**src/rtl/bbr_pkg.sv**
```systemverilog
package bbr_pkg;

   localparam int MAX_WIDTH  = 1024;
   localparam int MAX_HEIGHT = 4096;

   // column index into the line stores, row counter runs up to height + 1
   localparam int COL_W = $clog2(MAX_WIDTH);
   localparam int ROW_W = $clog2(MAX_HEIGHT + 2);

   localparam int WIDTH_REG_W  = 11;
   localparam int HEIGHT_REG_W = 13;
   localparam int CSR_DATA_W   = 13;
   localparam int CSR_INDEX_W  = 2;

   localparam logic [CSR_INDEX_W-1:0] CSR_IMAGE_WIDTH  = CSR_INDEX_W'(0);
   localparam logic [CSR_INDEX_W-1:0] CSR_IMAGE_HEIGHT = CSR_INDEX_W'(1);

   localparam logic [WIDTH_REG_W-1:0]  WIDTH_RESET  = WIDTH_REG_W'(640);
   localparam logic [HEIGHT_REG_W-1:0] HEIGHT_RESET = HEIGHT_REG_W'(480);

   localparam logic OP_PUSH  = 1'b0;
   localparam logic OP_DRAIN = 1'b1;

   localparam int QUEUE_DEPTH = 4;
   localparam int QPTR_W      = $clog2(QUEUE_DEPTH);
   localparam int QCNT_W      = $clog2(QUEUE_DEPTH + 1);

   // sum of nine 8-bit taps
   localparam int SUM_W = 12;

   // x / 9 == (x * 7282) >> 16 for every x below 2^15
   localparam int MULT_W      = 13;
   localparam int DIV9_SHIFT  = 16;
   localparam logic [MULT_W-1:0] DIV9_MULT = MULT_W'(7282);

   typedef struct packed {
      logic       operation;
      logic [7:0] in_red;
      logic [7:0] in_green;
      logic [7:0] in_blue;
   } req_type;

   typedef struct packed {
      logic [7:0] out_red;
      logic [7:0] out_green;
      logic [7:0] out_blue;
      logic       frame_last;
   } rsp_type;

   typedef struct packed {
      logic [7:0] red;
      logic [7:0] green;
      logic [7:0] blue;
   } pixel_type;

   // one classified item, handed from front to back
   typedef struct packed {
      logic [COL_W-1:0] column;
      pixel_type        pixel;
      logic             emit;
      logic             last;
      logic             mask_left;
      logic             mask_right;
      logic             mask_top;
      logic             mask_bottom;
   } work_type;

   function automatic logic [7:0] div_by_9(input logic [SUM_W-1:0] sum);
      logic [SUM_W+MULT_W-1:0] prod;
      prod = (SUM_W + MULT_W)'(sum) * (SUM_W + MULT_W)'(DIV9_MULT);
      return prod[DIV9_SHIFT +: 8];
   endfunction

endpackage

```
**src/rtl/bbr_front.sv**
```systemverilog
module bbr_front (
   input  logic                             clock,
   input  logic                             reset,
   input  logic                             req_valid,
   output logic                             req_ready,
   input  bbr_pkg::req_type                 req_payload,
   input  logic                             csr_write_enable,
   input  logic [bbr_pkg::CSR_INDEX_W-1:0]  csr_index,
   input  logic [bbr_pkg::CSR_DATA_W-1:0]   csr_data,
   output logic                             restart,
   output logic                             push_valid,
   output bbr_pkg::work_type                push_work,
   input  logic                             push_ready
);
   import bbr_pkg::*;

   logic [WIDTH_REG_W-1:0]  width_ff;
   logic [HEIGHT_REG_W-1:0] height_ff;
   logic [COL_W-1:0]        col_ff, col_in;
   logic [ROW_W-1:0]        row_ff, row_in;

   logic [COL_W:0]   width_eff;
   logic [ROW_W-1:0] height_eff;
   logic             pixel_phase;
   logic             drop;
   logic             col_nz;
   logic             col_wrap;
   logic             push;

   always_ff @(posedge clock) begin
      if (reset) begin
         width_ff  <= WIDTH_RESET;
         height_ff <= HEIGHT_RESET;
      end else if (csr_write_enable) begin
         case (csr_index)
            CSR_IMAGE_WIDTH:  width_ff  <= csr_data[WIDTH_REG_W-1:0];
            CSR_IMAGE_HEIGHT: height_ff <= csr_data[HEIGHT_REG_W-1:0];
            default: ;
         endcase
      end
   end

   assign restart = csr_write_enable &&
                    (csr_index == CSR_IMAGE_WIDTH || csr_index == CSR_IMAGE_HEIGHT);

   // zero acts as one, oversize saturates
   always_comb begin
      if (width_ff == '0)
         width_eff = (COL_W + 1)'(1);
      else if (32'(width_ff) > MAX_WIDTH)
         width_eff = (COL_W + 1)'(MAX_WIDTH);
      else
         width_eff = (COL_W + 1)'(width_ff);

      if (height_ff == '0)
         height_eff = ROW_W'(1);
      else if (32'(height_ff) > MAX_HEIGHT)
         height_eff = ROW_W'(MAX_HEIGHT);
      else
         height_eff = ROW_W'(height_ff);
   end

   always_comb begin
      pixel_phase = row_ff < height_eff;
      // a drain while pixels are still expected is swallowed
      drop        = (req_payload.operation == OP_DRAIN) && pixel_phase;
      col_nz      = col_ff != '0;
      col_wrap    = ((COL_W + 1)'(col_ff) + (COL_W + 1)'(1)) >= width_eff;

      push_valid  = req_valid && !drop;
      req_ready   = push_ready;
      push        = push_valid && push_ready;

      push_work.column = col_ff;
      if (pixel_phase) begin
         push_work.pixel.red   = req_payload.in_red;
         push_work.pixel.green = req_payload.in_green;
         push_work.pixel.blue  = req_payload.in_blue;
      end else begin
         push_work.pixel = '0;
      end
      push_work.emit = (col_nz && row_ff >= ROW_W'(1)) || (!col_nz && row_ff >= ROW_W'(2));
      // final result completes on the first column two rows past the last image row
      push_work.last = !col_nz && (row_ff == height_eff + ROW_W'(1));
      // result position is one pixel left and one row up, wrapping at column zero
      push_work.mask_left   = (col_ff == COL_W'(1)) ||
                              (!col_nz && width_eff == (COL_W + 1)'(1));
      push_work.mask_right  = !col_nz;
      push_work.mask_top    = col_nz ? (row_ff == ROW_W'(1)) : (row_ff == ROW_W'(2));
      push_work.mask_bottom = col_nz ? (row_ff == height_eff)
                                     : (row_ff == height_eff + ROW_W'(1));

      col_in = col_ff;
      row_in = row_ff;
      if (restart) begin
         col_in = '0;
         row_in = '0;
      end else if (push) begin
         if (push_work.last) begin
            col_in = '0;
            row_in = '0;
         end else if (col_wrap) begin
            col_in = '0;
            row_in = row_ff + ROW_W'(1);
         end else begin
            col_in = col_ff + COL_W'(1);
         end
      end
   end

   always_ff @(posedge clock) begin
      if (reset) begin
         col_ff <= '0;
         row_ff <= '0;
      end else begin
         col_ff <= col_in;
         row_ff <= row_in;
      end
   end

endmodule

```
**config.mk**
```make
export PLATFORM = sky130hd
export DESIGN_NAME = bbr_front
export DESIGN_NICKNAME = d
export VERILOG_FILES = /design/src/rtl/bbr_pkg.sv /design/src/rtl/bbr_front.sv
export SDC_FILE = /design/constraint.sdc
export NUM_CORES = 1
export LEC_CHECK = 0
export ABC_CLOCK_PERIOD_IN_PS = 3300
export BUFFER_PORTS_ARGS = -buffer_cell sky130_fd_sc_hd__buf_2
export CORE_UTILIZATION = 50
export CTS_CLUSTER_DIAMETER = 80
export DETAILED_ROUTE_END_ITERATION = 16
export GPL_TIMING_DRIVEN = 0
export HOLD_SLACK_MARGIN = 0.1
export PLACE_DENSITY = 0.71
export SETUP_SLACK_MARGIN = 0.5
export SLEW_MARGIN = 10
export SYNTH_ARGS = -nofsm -noshare
export SYNTH_HDL_FRONTEND = slang
export SYNTH_SLANG_ARGS = --single-unit
```
**constraint.sdc**
```tcl
create_clock -name clock -period 3.3 [get_ports clock]
set_input_delay 0.33 -clock clock [delete_from_list [all_inputs] [get_ports clock]]
set_output_delay 0.33 -clock clock [all_outputs]
set_load 0.03 [all_outputs]
```
==> flow_summary.ini <==
[outcome]
status = finished with violations
failed_checks = setup timing

[critical_path]
worstSetupStartpointType = register
cpLargestDelayFamily = simple AND/OR/NAND/NOR gates
rr_endpoint = row_ff[6]
cp.required_ns = 2.97
path_cells = nor4_4 -> a31oi_1 -> nor2_1 -> ha_2 -> buf_4 -> xnor2_1 -> xnor2_1 -> nand2_2 -> nor4_4 -> nand4_1 -> buf_6 -> nor2_4 -> a31o_4 -> buf_6
cp.arrival_ns = 3.19
setup.worst_path.end_class = output port
slowest_stage = dfxtp_4
r2r_start = height_ff[7]
ff2ff_path_depth = 13
rrSetupSlack_ns = 0.08
cp_max_fo = 5
criticalPathCategory = reg -> out
max_stage_delay_ns = 0.37
crit_buf_inv = 3

[logic_synthesis]
yosysSeqAreaShare = 0.245
synth_edf_count = 0
synth_top_cell_area_share = 0.245
synth_nets = 612
yosys_warnings = 0
ys_types = 50
synthTopCellsByArea = dfxtp_1 (25%), ha_1 (10%), nand2_1 (9.4%)
synth_cells = 536
syn_area_um2 = 3840
async_flop_share = 0
ys_seq_elements = 47
ys.flop_type = dfxtp_1
yosys.area.top_type = dfxtp_1
syn_avg_cell_area_um2 = 7.16

[clock_network]
clk_pin_slew_ns = 0.10
clockBufferDepth = 2
htreeDepth = 2
cts_sinks = 47
cts_tree = yes
clockRootBuffer = clkbuf_8
clock_latency_ns = 0.32
cts_buffers = 5

[timing]
finClkSkew_ns = 0.0169
hold_slack_ns = 0.239
slew_headroom = 0.537
worst_pin_slew_ns = 0.694
clock.fmax_mhz = 284
layout_setup_ws_ns = -0.222
tns_ns = -0.309
setup_viol = 2
final_hold_viol_count = 0
fin_crit_ns = 3.52
maxSlewViolCount = 0
period_share = 1.07
rsz0062_at_grt = true

[placement]
gp_congestion = 0.873
place_area_um2 = 4500
port_buffers = 87
place_hpwl_mm = 8.60

[detailed_routing]
dr.pass1.iters = 5
routedWlPerCell_um = 18.7
wl_mm = 14.3
antenna_left = 0
vias = 4746
via_per_inst = 6.19
drt_iter0_markers = 573
remaining_drc_errors = 0

[grt]
gr-total-overflow = 0
antenna_found_initial = 0
grt_max_degree = 18
grt_usage = 0.321
grt_pass1_vias = 4042
grt_pass1_wl_mm = 19.7

[finish]
drive_gt1_frac = 0.398
fillers = 474
design_area_um2 = 5820
layout_commonest_cell = nand2_1
antenna_cells = 0
final_nets = 743
final_cell_mix = nand2_1 (93), buf_2 (63), buf_6 (37)
area_growth_syn_to_layout_pct = 51.7

[floorplanning]
fp.dieW_um = 89.6
io_pins = 88
fp.dieH_um = 89.6
die_area_um2 = 8030
num_rows = 31
start_util = 0.523
core_area_um2 = 7330

[min_path]
holdPathEnd = height_ff[11]
min_from = csr_data[11]
hold_path.class = in -> reg
whs_path_depth = 3

[power]
power_density_nw_per_um2 = 243
combPwrFrac = 0.287
finalPower_uw = 1410
internal_power_uw = 914
vdd_drop_max_mv = 0.203
p_leak_uw = 0.00249
pwr-share-clk = 0.287
power.switching_uw = 500
p_sw_frac = 0.353
seqPwrFrac = 0.426

[job]
drv_cap = 0
## layout make-up
| type | instances | area, um^2 | area share |
|---|---|---|---|
| repair buffers | 123 | 987 | 0.170 |
| flip-flops and latches | 47 | 981 | 0.169 |
| plain buffers | 37 | 282 | 0.0484 |
| well taps | 99 | 124 | 0.0213 |
| multi-input cells | 439 | 3300 | 0.567 |
| clock inverters | 3 | 26.3 | 0.00451 |
| inverters | 14 | 52.6 | 0.00903 |
| clock buffers | 5 | 68.8 | 0.0118 |
## synth_stat cells, types with 2 or more instances
cell and instances:
a211oi_1 2, a21oi_1 34, a31o_2 2, a31oi_1 4, and2_1 26, and3_1 19, buf_2 4, clkbuf_1 30
dfxtp_1 47, ha_1 31, inv_1 14, nand2_1 96, nand2b_1 7, nand3_1 45, nand3b_1 8, nand4_1 10
nand4b_1 2, nor2_1 24, nor2b_1 4, nor3_1 15, nor3b_1 2, nor4_1 19, nor4b_1 3, o2111ai_1 5
o211a_1 3, o211ai_1 7, o21a_1 2, o21ai_0 5, o22ai_1 13, o31a_1 2, o31ai_1 4, or3_1 7
xnor2_1 15, xor2_1 9
## layer usage
layer / part of all wire / vias to the layer above / global-route usage
li1: - / 2181 / -
met4: 0.040 / 0 / 0.134
met2: 0.49 / 296 / 0.548
met1: 0.40 / 2205 / 0.394
met3: 0.075 / 64 / 0.0658
met5: 0 / - / 0
## repair_timing
| action | in CTS | in global routing |
|---|---|---|
| gates cloned | 3 | 2 |
| gates resized for setup | 129 | 121 |
| setup buffers | 21 | 11 |
| pin swaps | 38 | 37 |
| setup endpoints to repair | 50 | 51 |
| hold buffers | 0 | 0 |
## cells by family after synthesis
| family | count (synthesis) | synth area share |
|---|---|---|
| AOI/OAI and AO/OA | 88 | 0.147 |
| xor gates and xnor gates | 25 | 0.0610 |
| buffers and inverters | 51 | 0.0545 |
| DFF | 47 | 0.245 |
| and+or+nand+nor | 294 | 0.391 |
| adders and majority gates | 31 | 0.101 |
## sequential cells by signal, indices dropped and copies added (netlist names)
register / count
height_ff: 13
row_ff: 13
width_ff: 11
col_ff: 10
## power by group through the flow
stage / clock (uW) / combinational [uW] / sequential, uW
finish: 406 / 406 / 601
global route: 433 / 428 / 603
CTS: 400 / 342 / 599
detailed placement: 0 / 277 / 615
global placement: 0 / 272 / 614
floorplan: 0 / 188 / 608
## metrics by stage
stage | util | worst slack, ns | instances
3_5_place_dp | 0.613 | -0.00381 | 722
5_1_grt | 0.794 | -0.395 | 767
4_1_cts | 0.712 | -0.131 | 754
3_3_place_gp | 0.613 | 0.0278 | 722
6_report | 0.794 | -0.222 | 767
2_1_floorplan | - | 0.422 | 536
## worst max-delay path by stage
stage	depth (start not counted)	from	to
2_1_floorplan	11	height_ff[10]	push_work[0]
3_3_place_gp	12	height_ff[8]	push_work[0]
3_5_place_dp	12	height_ff[8]	push_work[0]
4_1_cts	12	height_ff[7]	push_work[0]
5_1_grt	14	height_ff[0]	push_work[0]
6_report	14	height_ff[7]	push_work[0]
## worst min-delay path, cell delays in order
cell	delay, ns
buf_2	0.09
nand2_1	0.05
a21oi_1	0.05
Power figures use the tool's default switching activity.
