$ cat src/rtl/bbr_pkg.sv
package bbr_pkg;

   localparam int MAX_WIDTH  = 1024;
   localparam int MAX_HEIGHT = 4096;

   // column index into the line stores, row counter runs up to height + 1
   localparam int COL_W = $clog2(MAX_WIDTH);
   localparam int ROW_W = $clog2(MAX_HEIGHT + 2);

   localparam int WIDTH_REG_W  = 11;
   localparam int HEIGHT_REG_W = 13;
   localparam int CSR_DATA_W   = 13;
   localparam int CSR_INDEX_W  = 2;

   localparam logic [CSR_INDEX_W-1:0] CSR_IMAGE_WIDTH  = CSR_INDEX_W'(0);
   localparam logic [CSR_INDEX_W-1:0] CSR_IMAGE_HEIGHT = CSR_INDEX_W'(1);

   localparam logic [WIDTH_REG_W-1:0]  WIDTH_RESET  = WIDTH_REG_W'(640);
   localparam logic [HEIGHT_REG_W-1:0] HEIGHT_RESET = HEIGHT_REG_W'(480);

   localparam logic OP_PUSH  = 1'b0;
   localparam logic OP_DRAIN = 1'b1;

   localparam int QUEUE_DEPTH = 4;
   localparam int QPTR_W      = $clog2(QUEUE_DEPTH);
   localparam int QCNT_W      = $clog2(QUEUE_DEPTH + 1);

   // sum of nine 8-bit taps
   localparam int SUM_W = 12;

   // x / 9 == (x * 7282) >> 16 for every x below 2^15
   localparam int MULT_W      = 13;
   localparam int DIV9_SHIFT  = 16;
   localparam logic [MULT_W-1:0] DIV9_MULT = MULT_W'(7282);

   typedef struct packed {
      logic       operation;
      logic [7:0] in_red;
      logic [7:0] in_green;
      logic [7:0] in_blue;
   } req_type;

   typedef struct packed {
      logic [7:0] out_red;
      logic [7:0] out_green;
      logic [7:0] out_blue;
      logic       frame_last;
   } rsp_type;

   typedef struct packed {
      logic [7:0] red;
      logic [7:0] green;
      logic [7:0] blue;
   } pixel_type;

   // one classified item, handed from front to back
   typedef struct packed {
      logic [COL_W-1:0] column;
      pixel_type        pixel;
      logic             emit;
      logic             last;
      logic             mask_left;
      logic             mask_right;
      logic             mask_top;
      logic             mask_bottom;
   } work_type;

   function automatic logic [7:0] div_by_9(input logic [SUM_W-1:0] sum);
      logic [SUM_W+MULT_W-1:0] prod;
      prod = (SUM_W + MULT_W)'(sum) * (SUM_W + MULT_W)'(DIV9_MULT);
      return prod[DIV9_SHIFT +: 8];
   endfunction

endpackage

$ cat src/rtl/bbr_queue.sv
module bbr_queue (
   input  logic              clock,
   input  logic              reset,
   input  logic              push_valid,
   output logic              push_ready,
   input  bbr_pkg::work_type push_work,
   output logic              head_valid,
   output bbr_pkg::work_type head_work,
   input  logic              pop
);
   import bbr_pkg::*;

   work_type            entries_ff [QUEUE_DEPTH];
   logic [QPTR_W-1:0]   wr_ptr_ff, wr_ptr_in;
   logic [QPTR_W-1:0]   rd_ptr_ff, rd_ptr_in;
   logic [QCNT_W-1:0]   count_ff, count_in;
   logic                push;

   assign push_ready = count_ff != QCNT_W'(QUEUE_DEPTH);
   assign head_valid = count_ff != '0;
   assign head_work  = entries_ff[rd_ptr_ff];
   assign push       = push_valid && push_ready;

   always_comb begin
      wr_ptr_in = wr_ptr_ff;
      rd_ptr_in = rd_ptr_ff;
      count_in  = count_ff;
      if (push)
         wr_ptr_in = (wr_ptr_ff == QPTR_W'(QUEUE_DEPTH - 1)) ? '0 : wr_ptr_ff + QPTR_W'(1);
      if (pop)
         rd_ptr_in = (rd_ptr_ff == QPTR_W'(QUEUE_DEPTH - 1)) ? '0 : rd_ptr_ff + QPTR_W'(1);
      if (push && !pop)
         count_in = count_ff + QCNT_W'(1);
      else if (pop && !push)
         count_in = count_ff - QCNT_W'(1);
   end

   always_ff @(posedge clock) begin
      if (reset) begin
         wr_ptr_ff <= '0;
         rd_ptr_ff <= '0;
         count_ff  <= '0;
      end else begin
         wr_ptr_ff <= wr_ptr_in;
         rd_ptr_ff <= rd_ptr_in;
         count_ff  <= count_in;
      end
   end

   always_ff @(posedge clock) begin
      if (push)
         entries_ff[wr_ptr_ff] <= push_work;
   end

endmodule

$ cat config.mk
export PLATFORM = sky130hd
export DESIGN_NAME = bbr_queue
export DESIGN_NICKNAME = d
export VERILOG_FILES = /design/src/rtl/bbr_pkg.sv /design/src/rtl/bbr_queue.sv
export SDC_FILE = /design/constraint.sdc
export NUM_CORES = 1
export LEC_CHECK = 0
export ABC_AREA = 1
export CORE_ASPECT_RATIO = 0.75
export CORE_MARGIN = 8
export CORE_UTILIZATION = 55
export CTS_CLUSTER_SIZE = 28
export DETAILED_ROUTE_END_ITERATION = 12
export DONT_BUFFER_PORTS = 1
export PLACE_DENSITY = 0.8
export SYNTH_ARGS = -nofsm -noshare
export SYNTH_HDL_FRONTEND = slang
export SYNTH_SLANG_ARGS = --single-unit
$ cat constraint.sdc
create_clock -name clock -period 8.32 [get_ports clock]
set_input_delay 0.832 -clock clock [delete_from_list [all_inputs] [get_ports clock]]
set_output_delay 0.832 -clock clock [all_outputs]
set_load 0.05 [all_outputs]
==> results of run 1 <==
[registers in the layout, summed over array words and instances (netlist names), named ones only]
name and cells:
entries_ff 160, rd_ptr_ff 2, wr_ptr_ff 2, count_ff 3
[synth_stat cells (all sizes together)]
| master | instances |
|---|---|
| edfxtp | 160 |
| nor2 | 90 |
| o21ai | 83 |
| o22ai | 40 |
| buf | 25 |
| inv | 18 |
| dfxtp | 9 |
| nand2 | 8 |
| ha | 6 |
| a21oi | 5 |
| nand3 | 4 |
| fa | 1 |
| nand3b | 1 |
| nand4 | 1 |
| nor3 | 1 |
[stage by stage]
stage	std cells	hold slack, ns	setup WS [ns]	power [mW]	cell area [sq um]
4_1_cts	628	0.482	4.86	2.16	7190
2_1_floorplan	452	0.483	5.01	1.28	6540
3_5_place_dp	597	0.523	5.33	1.33	6560
5_1_grt	628	0.481	4.75	2.22	7190
6_report	628	0.503	4.87	2.14	7190
3_3_place_gp	597	0.500	5.37	1.32	6560
[placed cells by master, fill, tap and decap left out, types with 3 or more instances in the layout]
cell type,synthesis,final
a21oi_1,5,5
buf_4,4,8
bufinv_16,0,5
clkbuf_1,0,3
clkbuf_16,0,17
dfxtp_1,9,8
edfxtp_1,160,160
ha_1,6,6
inv_1,17,17
nand2_1,8,8
nand3_1,4,4
nor2_1,90,86
nor2_4,0,4
o21ai_0,43,43
o21ai_1,37,37
o21ai_2,3,3
o22ai_1,40,40
[power by group through the flow]
| stage | clock [mW] | sequential (mW) | combinational [mW] |
|---|---|---|---|
| 4_1_cts | 0.849 | 1.01 | 0.297 |
| 3_3_place_gp | 0 | 1.03 | 0.288 |
| 3_5_place_dp | 0 | 1.03 | 0.295 |
| 5_1_grt | 0.885 | 1.02 | 0.314 |
| 6_report | 0.834 | 1.01 | 0.293 |
| 2_1_floorplan | 0 | 1.03 | 0.256 |
[worst register-to-register path, cell delays in order (launching register included)]
cell and delay (ns):
dfxtp_1 0.33, inv_1 0.11, nand3_1 0.55, nand2_1 0.59
inv_1 0.09, ha_1 0.21, inv_1 0.09, fa_1 0.41
o21ai_0 0.18, a21oi_1 0.06
[cell families after synthesis]
logic type / synth area share
and+or+nand+nor: 0.0622
DFF: 0.763
buffers and inverters: 0.0530
adders and majority gates: 0.0146
AOI/OAI and AO/OA: 0.107
[layer usage]
metal | wire length (um) | vias to the layer above | track usage
met1 | 5280 | 1745 | 0.190
met2 | 6230 | 132 | 0.271
met4 | 127 | 0 | 0.0557
met5 | 0 | - | 0
li1 | - | 1680 | -
met3 | 1320 | 8 | 0.0779
[path summary, 6_finish.rpt]
path                            cells after the start                     start                  endpoint  slack, ns
worst max register to register                      9  count_ff[0]$_SDFFE_PP0P_  count_ff[1]$_SDFFE_PP0P_       5.59
worst max-delay path                                3                      flop             head_work[12]       4.87
worst min register to register                      2  count_ff[1]$_SDFFE_PP0P_  count_ff[1]$_SDFFE_PP0P_       0.53
worst min-delay path                                1                     reset                      flop       0.50
[layout make-up]
type,instances,area [sq um],area share
inverters,18,80.1,0.0111
flip-flops and latches,169,4990,0.693
clock buffers,20,437,0.0607
repair buffers,8,60.1,0.00835
multi-input cells,240,1230,0.171
clock inverters,11,195,0.0271
well taps,162,203,0.0282
==> summary.md, run 1 <==
| Metric | Value |
|---|---|
| Nature of the critical path endpoint | primary output |
| Pin count of the biggest net entering global routing | 82 |
| Final setup viols | 0 |
| Pwr/cell area | 297 nW/um^2 |
| Max-slew violations | 0 |
| Warnings from Yosys | 0 |
| Yosys reg bits | 169 |
| Layout Skew | 0.00957 ns |
| Post-CTS Hold Fix Bufs | 0 |
| Top cell type by total area after synthesis | edfxtp_1 |
| Cts repair resizes | 0 |
| Setup TNS | 0 ns |
| Initial antenna violation count | 0 |
| Post-DP HPWL | 7240 um |
| Leakage power total | 2.39 nW |
| CP Max Fanout | 81 |
| Reg power frac | 0.474 |
| Clock power frac | 0.390 |
| CTS Sinks | 169 |
| DRT Wirelength | 13000 um |
| GRT Util Overall | 0.166 |
| Synthesized Nets | 503 |
| Worst-Margin Slew | 1.20 ns |
| Psw | 565 uW |
| I/O pins | 86 |
| CP cell instances | buf_4 > o21ai_0 > o22ai_1 |
| Largest delay contributor family on the critical path | compound AO/OA/AOI/OAI gates |
| Sequential-to-total area share from yosys stat | 0.763 |
| Layout Nets | 505 |
| Total global routing overflow | 0 |
| CP arrival | 2.61 ns |
| Fmax | 0.290 GHz |
| Area share of the largest cell type after synthesis | 0.735 |
| Drt first pass iters | 4 |
| Combinational Power Share | 0.137 |
| Maximum VDD drop | 205 uV |
| Clock Latency Late Sink | 0.41 ns |
| Slowest stage delay, CP | 0.94 ns |
| CTS tree | yes |
| RD Place Congestion | 0.684 |
| Pint | 1.58 mW |
| Crit-path slowest cell | o22ai_1 |
| Count of cell types in the netlist | 22 |
| Via count | 3565 |
| H-tree levels | 4 |
| Post-CTS setup buffers | 0 |
| Die footprint | 15700 sq um |
| Buffers on Ports | 0 |
| RSZ-0062 raised after global routing | no |
| Outcome | complete, no violations |
| Layout Area Growth over Synthesis | 10.1% |
| Max-Cap Viols | 0 |
| Final antenna-violating net count | 0 |
| Hold WC Path Type | in -> reg |
| Starting Density | 0.563 |
| Syn Std Cell Area | 6540 sq um |
| Fin crit share | 0.414 |
| Antenna diodes | 0 |
| Crit path kind | reg -> out |
| Global-route wire length before repair | 19800 um |
| Clk buf depth | 2 |
| Vias per inst | 5.68 |
| Fillers | 831 |
| Clock-pin slew on the worst setup and hold paths | 0.06 ns |
| Post-layout util | 0.619 |
| Die Y-Extent | 110 um |
| Layout cells sized above 1 | 0.0944 |
| Crit path time final | 3.45 ns |
| Sw Share | 0.264 |
| Crit start category | flop |
| Drc violations | 0 |
| Critical Path RT | 7.49 ns |
| Die width | 142 um |
| Buffer and inverter count on the worst path | 1 |
| Syn_area_per_cell | 14.5 sq um |
| Slew margin rel. | 0.209 |
| Core area | 11600 sq um |
| Row count | 34 |
| Synth area leaders | edfxtp_1 74%, nor2_1 5.2%, o22ai_1 3.8%, o21ai_0 3.3%, o21ai_1 2.8% |
| Iteration-0 DRC Markers | 312 |
| Clk Tree Root Cell | clkbuf_16 |
| Routed WL per cell | 20.6 um |
| Synth Instances | 452 |
| Num CTS Buffers | 17 |
| Final hold vios | 0 |
| Number of global-route vias before repair | 3704 |
Note: power is estimated with default switching activity, not from simulation.
==> run 2: changes to the inputs <==
--- a/config.mk
+++ b/config.mk
@@ -5,14 +5,14 @@
 export SDC_FILE = /design/constraint.sdc
 export NUM_CORES = 1
 export LEC_CHECK = 0
-export ABC_AREA = 1
+export ABC_AREA = 0
 export CORE_ASPECT_RATIO = 0.75
 export CORE_MARGIN = 8
 export CORE_UTILIZATION = 55
 export CTS_CLUSTER_SIZE = 28
 export DETAILED_ROUTE_END_ITERATION = 12
 export DONT_BUFFER_PORTS = 1
-export PLACE_DENSITY = 0.8
+export PLACE_DENSITY = 0.83
 export SYNTH_ARGS = -nofsm -noshare
 export SYNTH_HDL_FRONTEND = slang
 export SYNTH_SLANG_ARGS = --single-unit
==> constraint.sdc (replaced) <==
create_clock -name clock -period 3 [get_ports clock]
set_input_delay 0.3 -clock clock [delete_from_list [all_inputs] [get_ports clock]]
set_output_delay 0.3 -clock clock [all_outputs]
set_load 0.05 [all_outputs]
==> run 2 against run 1 <==
- wire length down 17%
- count of clock-buffer cells in the layout down 2
- non-clock buffer count up 41
- first-iteration DRC count down 27%
- synthesized cell count down 43%
- sequential power rose to 2.9 times the previous value
- critical path type is now reg -> reg
- clock power up 150%
- global-route usage down 1.7 points
==> summary.md, run 2 <==
| Metric | Value |
|---|---|
| Fin crit share | 0.729 |
| Top FF cell, synth | edfxtp_1 |
| Count of cell types in the netlist | 24 (+9.1%) |
| Max-slew violations | 0 (unchanged) |
| Slew margin rel. | 0.586 (+0.378) |
| Final antenna-violating net count | 0 (unchanged) |
| Worst-Margin Slew | 0.621 ns (-0.584 ns) |
| Die Y-Extent | 108 um (-1.9%) |
| Via count | 2662 (-25%) |
| RD Place Congestion | 0.697 (+1.9%) |
| Synth area leaders | edfxtp_1 77%, mux4_2 14%, dfxtp_1 2.9%, ha_1 1.2%, mux2i_1 0.48% |
| Multi-input combinational cell area | 1180 sq um (-4.5%) |
| Die footprint | 15000 sq um (-3.9%) |
| Number of global-route vias before repair | 2961 (-20%) |
| Largest register FFs | 160 (unchanged) |
| Final hold vios | 0 (unchanged) |
| Clk Tree Root Cell | clkbuf_16 |
| Vias per inst | 5.70 (+0.41%) |
| Cts repair resizes | 0 (unchanged) |
| GRT Util Overall | 0.149 (-0.0172) |
| Most common cell after layout, fill and taps aside | edfxtp_1 |
| Crit-path slowest cell | or3_2 |
| Drc violations | 0 (unchanged) |
| Final setup viols | 0 (unchanged) |
| Total global routing overflow | 0 (unchanged) |
| Buffer and inverter count on the worst path | 1 (unchanged) |
| Crit path kind | reg -> reg |
| Register Area | 4990 sq um (about the same) |
| Sequential-to-total area share from yosys stat | 0.799 (+0.0358) |
| Maximum VDD drop | 498 uV (+140%) |
| Layout Nets | 365 (-28%) |
| RSZ-0062 raised after global routing | no |
| Most frequent cells in the layout | 160 x edfxtp_1, 41 x dlygate4sd3_1, 40 x mux4_2 |
| Critical Path RT | 3.34 ns (-4.15 ns) |
| Fillers | 684 (-18%) |
| Top reg by flops | entries_ff |
| Slowest stage delay, CP | 0.41 ns (-0.53 ns) |
| Startpoint of the worst register-to-register path | count_ff[0]$_SDFFE_PP0P_ |
| Routed WL per cell | 23.0 um (+12%) |
| Crit start category | flop |
| Syn_area_per_cell | 24.3 sq um (+68%) |
| CP cell instances | or3b_1 > and2_4 > ha_1 > inv_1 > fa_1 > xor2_1 > or3_2 > a21oi_1 |
| Layout Area Growth over Synthesis | 19.0% |
| Clk buf depth | 2 (unchanged) |
| Dpl cells | 394 (-34%) |
| Row count | 33 (-2.9%) |
| Layout cells sized above 1 | 0.272 (+0.178) |
| Starting Density | 0.568 (+0.00565) |
| Final std cells w/o fill | 467 (-26%) |
| WP depth | 8 (+5) |
| Post-DP HPWL | 6310 um (-13%) |
| DRT Wirelength | 10700 um (-17%) |
| Num CTS Buffers | 17 (unchanged) |
| H-tree levels | 4 (unchanged) |
| EDFF count, synth | 160 (unchanged) |
| Pin count of the biggest net entering global routing | 41 (-50%) |
| Max-Cap Viols | 0 (unchanged) |
| Buffers on Ports | 0 (unchanged) |
| Drt first pass iters | 4 (unchanged) |
| Nature of the critical path endpoint | flop |
| Initial antenna violation count | 0 (unchanged) |
| Largest delay contributor family on the critical path | simple AND/OR/NAND/NOR gates |
| CTS tree | yes |
| Hold WC Path Type | in -> reg |
| FF-to-FF path depth | 8 (-1) |
| Synth top cells by count | 160 x edfxtp_1, 40 x mux4_2, 9 x dfxtp_1 |
| Hold_sp | push_valid |
| Hold Path Stages | 2 (+1) |
| Synthesized Nets | 308 (-39%) |
| Clock Latency Late Sink | 0.42 ns (about the same) |
| Clock-pin slew on the worst setup and hold paths | 0.06 ns (about the same) |
| Most frequent cell after synthesis | edfxtp_1 |
| Yosys reg bits | 169 (unchanged) |
| Async SR Flop Fraction | 0 (unchanged) |
| Die width | 139 um (-2.0%) |
| Synth Instances | 257 (-43%) |
| Core area | 11000 sq um (-5.4%) |
| Top cell type by total area after synthesis | edfxtp_1 |
| Crit path time final | 2.19 ns |
| Warnings from Yosys | 0 (unchanged) |
| Layout Skew | 0.0115 ns (+0.00190 ns) |
| CP startpoint | count_ff[0]$_SDFFE_PP0P_ |
| Biggest regs | entries_ff x160, count_ff x3 |
| Pwr/cell area | 806 nW/um^2 (+170%) |
| Global-route wire length before repair | 16600 um (-16%) |
| I/O pins | 86 (unchanged) |
| Outcome | complete, no violations |
| Iteration-0 DRC Markers | 227 (-27%) |
| Antenna diodes | 0 (unchanged) |
| Leakage power total | 2.41 nW (+0.70%) |
| CP arrival | 2.53 ns (-0.08 ns) |
| Setup TNS | 0 ns (unchanged) |
| Post-layout util | 0.677 (+0.0571) |
| Final Power | 5.99 mW (+180%) |
| Syn Std Cell Area | 6240 sq um (-4.5%) |
| CTS Sinks | 169 (unchanged) |
| Area share of the largest cell type after synthesis | 0.770 (+0.0345) |
| CP Max Fanout | 4 (-95%) |
| Fmax | 0.457 GHz |
run 2: cell types whose count changed after synthesis, sizes merged, moves of 3 or more:
cell | previous run | this run
mux4 | 0 | 40
o22ai | 40 | 0
and3 | 0 | 4
inv | 18 | 4
nand2 | 8 | 0
nor2 | 90 | 4
nand3 | 4 | 1
mux2i | 0 | 3
o21ai | 83 | 1
a21oi | 5 | 2
buf | 25 | 9
run 2: path summary, 6_finish.rpt:
kind / slack [ns] / to
max: 0.81 / count_ff[2]$_SDFFE_PP0P_
min: 0.04 / wr_ptr_ff[0]$_SDFFE_PP0P_
max reg2reg: 0.81 / count_ff[2]$_SDFFE_PP0P_
min reg2reg: 0.52 / wr_ptr_ff[1]$_SDFFE_PP0P_
run 2: what timing repair did:
item	4_1_cts	5_1_grt
hold buffers	41	0
hold endpoints to repair	168	0
buffers inserted	0	0
run 2: cell families (layout without fill, tap and decap cells):
| kind of cell | after synthesis | after routing | synth area share |
|---|---|---|---|
| XOR/XNOR | 2 | 2 | 0.00281 |
| buffers and inverters | 15 | 85 | 0.0126 |
| flip-flops | 169 | 169 | 0.799 |
| adder cells (fa/ha/maj) | 7 | 7 | 0.0152 |
| AND/OR/NAND/NOR | 17 | 17 | 0.0172 |
| AO/OA/AOI/OAI | 4 | 4 | 0.00441 |
| multiplexers | 43 | 43 | 0.149 |
run 2: metrics by stage:
stage               setup WS [ns]  area [sq um]  hold WS (ns)
CTS                         0.777          7430        0.0236
finish                      0.813          7430        0.0382
detailed placement          0.842          6450         0.375
global placement            0.953          6450         0.371
global route                0.713          7430        0.0555
floorplan                   0.811          6240         0.399
run 2: layout make-up:
cell class,instances,area share
sequential,169,0.671
clock inverter,14,0.0185
clock buffer,18,0.0578
multi-input combinational,73,0.159
timing repair buffer,49,0.0684
tap,140,0.0236
inverter,4,0.00202
run 2: worst register-to-register path, stage by stage (launching register included):
cell and delay (ns):
dfxtp_1 0.40, or3b_1 0.16, and2_4 0.17, ha_1 0.20, inv_1 0.07, fa_1 0.38, xor2_1 0.18, or3_2 0.41
a21oi_1 0.15
run 2: routing by layer:
metal	track usage	part of all wire
met3	0.0660	0.083
met5	0	0
met1	0.173	0.41
met4	0.0492	0.0087
met2	0.249	0.50
run 2: where the power goes:
group          total (mW)  internal (mW)  switching (mW)
Combinational        1.02          0.282           0.740
Clock                2.07           1.16           0.903
Sequential           2.90           2.83          0.0694
==> run 3: changes to the inputs <==
==> constraint.sdc (replaced) <==
create_clock -name clock -period 1.8 [get_ports clock]
set_input_delay 0.18 -clock clock [delete_from_list [all_inputs] [get_ports clock]]
set_output_delay 0.18 -clock clock [all_outputs]
set_load 0.05 [all_outputs]
==> run 3 against run 2 <==
- the run now ends with negative setup slack left
- critical path depth is 5 lower
- count of clock-buffer cells in the layout is the same
- clock power is 65% higher
- largest power group unchanged
- highest routed layer unchanged
==> summary.md, run 3 (synthesis gave the netlist of run 2 again) <==
| Metric | Value |
|---|---|
| Iteration-0 DRC Markers | 144 (-37%) |
| Row count | 33 (unchanged) |
| Maximum VDD drop | 1220 uV (+150%) |
| Final WS setup | -0.117 ns (-0.930 ns) |
| Multi-input combinational cell area | 1200 sq um (+2.1%) |
| Register Area | 4990 sq um (+0.13%) |
| Core area | 11000 sq um (unchanged) |
| Slowest stage delay, CP | 0.67 ns (+0.26 ns) |
| Final Power | 10.2 mW (+70%) |
| Hold WC Path Type | in -> reg |
| Largest register FFs | 160 (unchanged) |
| Num CTS Buffers | 17 (unchanged) |
| Fin crit share | 1.07 |
| Max-Cap Viols | 0 (unchanged) |
| Layout Area Growth over Synthesis | 24.5% |
| Layout Skew | 0.00819 ns (-0.00328 ns) |
| CTS tree | yes |
| Biggest regs | entries_ff x160, count_ff x3 |
| Most common cell after layout, fill and taps aside | edfxtp_1 |
| Crit path time final | 1.92 ns |
| Clock power frac | 0.337 (-0.008) |
| Buffers on Ports | 0 (unchanged) |
| I/O pins | 86 (unchanged) |
| Number of global-route vias before repair | 3045 (+2.8%) |
| Worst-Margin Slew | 0.348 ns (-0.273 ns) |
| Post-layout util | 0.708 (+0.0311) |
| Top reg by flops | entries_ff |
| CP cell instances | buf_12 > clkbuf_16 > mux4_2 |
| RD Place Congestion | 0.751 (+7.7%) |
| Pint | 7.27 mW (+70%) |
| Leakage power total | 2.57 nW (+6.8%) |
| Die Y-Extent | 108 um (unchanged) |
| Drc violations | 0 (unchanged) |
| Pwr/cell area | 1310 nW/um^2 (+62%) |
| Antenna diodes | 0 (unchanged) |
| Post-DP HPWL | 7060 um (+12%) |
| Pin count of the biggest net entering global routing | 31 (-24%) |
| Clk buf depth | 2 (unchanged) |
| RSZ-0062 raised after global routing | yes |
| DRT Wirelength | 11500 um (+7.1%) |
| Starting Density | 0.568 (unchanged) |
| Final setup viols | 42 (+42) |
| Routed WL per cell | 23.4 um (+1.7%) |
| Combinational Power Share | 0.190 (+0.019) |
| Psw | 2.90 mW (+69%) |
| Critical Path RT | 1.62 ns (-1.72 ns) |
| CP Max Fanout | 6 (+2) |
| CTS Sinks | 169 (unchanged) |
| Max-slew violations | 0 (unchanged) |
| Layout Nets | 390 (+6.8%) |
| Most frequent cells in the layout | 160 x edfxtp_1, 43 x dlygate4sd3_1, 40 x mux4_2 |
| Fmax | 0.522 GHz |
| Die width | 139 um (unchanged) |
| Slew margin rel. | 0.767 (+0.181) |
| Final hold vios | 0 (unchanged) |
| Final antenna-violating net count | 0 (unchanged) |
| GRT Util Overall | 0.159 (+0.00949) |
| Clock-pin slew on the worst setup and hold paths | 0.06 ns (about the same) |
| Outcome | complete, but fails checks |
| Drt first pass iters | 4 (unchanged) |
| Clock Latency Late Sink | 0.41 ns (about the same) |
| Crit start category | flop |
| Total global routing overflow | 0 (unchanged) |
| Crit-path slowest cell | mux4_2 |
| Crit path kind | reg -> out |
| Vias per inst | 5.75 (+0.94%) |
| Initial antenna violation count | 0 (unchanged) |
| Die footprint | 15000 sq um (unchanged) |
| Global-route wire length before repair | 17300 um (+4.0%) |
| Clk Tree Root Cell | clkbuf_16 |
| Fillers | 672 (-1.8%) |
| Failing checks | negative setup slack |
| Reg power frac | 0.473 (-0.011) |
| Nature of the critical path endpoint | primary output |
| CP arrival | 1.74 ns (-0.79 ns) |
| Via count | 2831 (+6.3%) |
| H-tree levels | 4 (unchanged) |
| Sw Share | 0.285 (-0.00101) |
| Layout cells sized above 1 | 0.341 (+0.0687) |
## run 3: cell types whose count changed in the layout (fill, tap and decap cells not counted), sizes merged
cell         change
dlygate4sd3      +2
clkbuf           +3
inv              -1
clkinvlp         +1
buf             +20
## run 3: worst max-delay path, delay by kind of cell (launching register included)
kind	cells	cell delay, ns
muxes	1	0.67
DFF	1	0.36
buffers and inverters	2	0.30
## run 3: final timing paths
path                            slack (ns)  depth (start not counted)                        to                       from
worst max-delay path                 -0.12                          3             head_work[38]                       flop
worst min-delay path                  0.08                          3                      flop                        pop
worst min register to register        0.54                          2                      flop  rd_ptr_ff[1]$_SDFFE_PP0P_
worst max register to register       -0.10                          8  count_ff[2]$_SDFFE_PP0P_   count_ff[2]$_SDFFE_PP0P_
## run 3: power groups by stage
stage	combinational, mW	sequential (mW)	clock [mW]
3_5_place_dp	1.76	4.90	0
4_1_cts	1.90	4.81	3.49
2_1_floorplan	1.40	4.87	0
5_1_grt	2.03	4.84	3.67
3_3_place_gp	1.73	4.88	0
6_report	1.93	4.81	3.42
## run 3: routing by layer
layer  up-vias  wire length [um]  GRT usage
met1      1486              4910      0.195
li1       1246                 -          -
met5         -                 0          0
met3         6               782     0.0638
met4         0                85     0.0593
met2        93              5730      0.253
## run 3: layout make-up
cell class / count / share of cell area
flip-flops and latches: 169 / 0.642
multi-input cells: 73 / 0.155
repair buffers: 74 / 0.105
clock buffers: 18 / 0.0552
well taps: 140 / 0.0225
clock inverters: 14 / 0.0180
inverters: 4 / 0.00193
## run 3: metrics by stage
step | setup TNS, ns | cells | area [sq um] | hold WS, ns | worst slack [ns]
2_1_floorplan | -0.322 | 257 | 6260 | 0.279 | -0.174
3_3_place_gp | 0 | 408 | 6630 | 0.248 | 0.0165
3_5_place_dp | -0.0940 | 408 | 6630 | 0.249 | -0.0819
4_1_cts | -5.10 | 486 | 7660 | 0.0621 | -0.147
5_1_grt | -6.49 | 492 | 7770 | 0.0726 | -0.167
6_report | -4.25 | 492 | 7770 | 0.0847 | -0.117
## run 3: timing repair
action | in CTS | in global routing
endpoints found under the hold margin | 169 | 0
endpoints found under the setup margin | 42 | 41
setup buffers | 3 | 3
gates resized for setup | 1 | 5
hold buffers | 43 | 0
cloned | 0 | 3
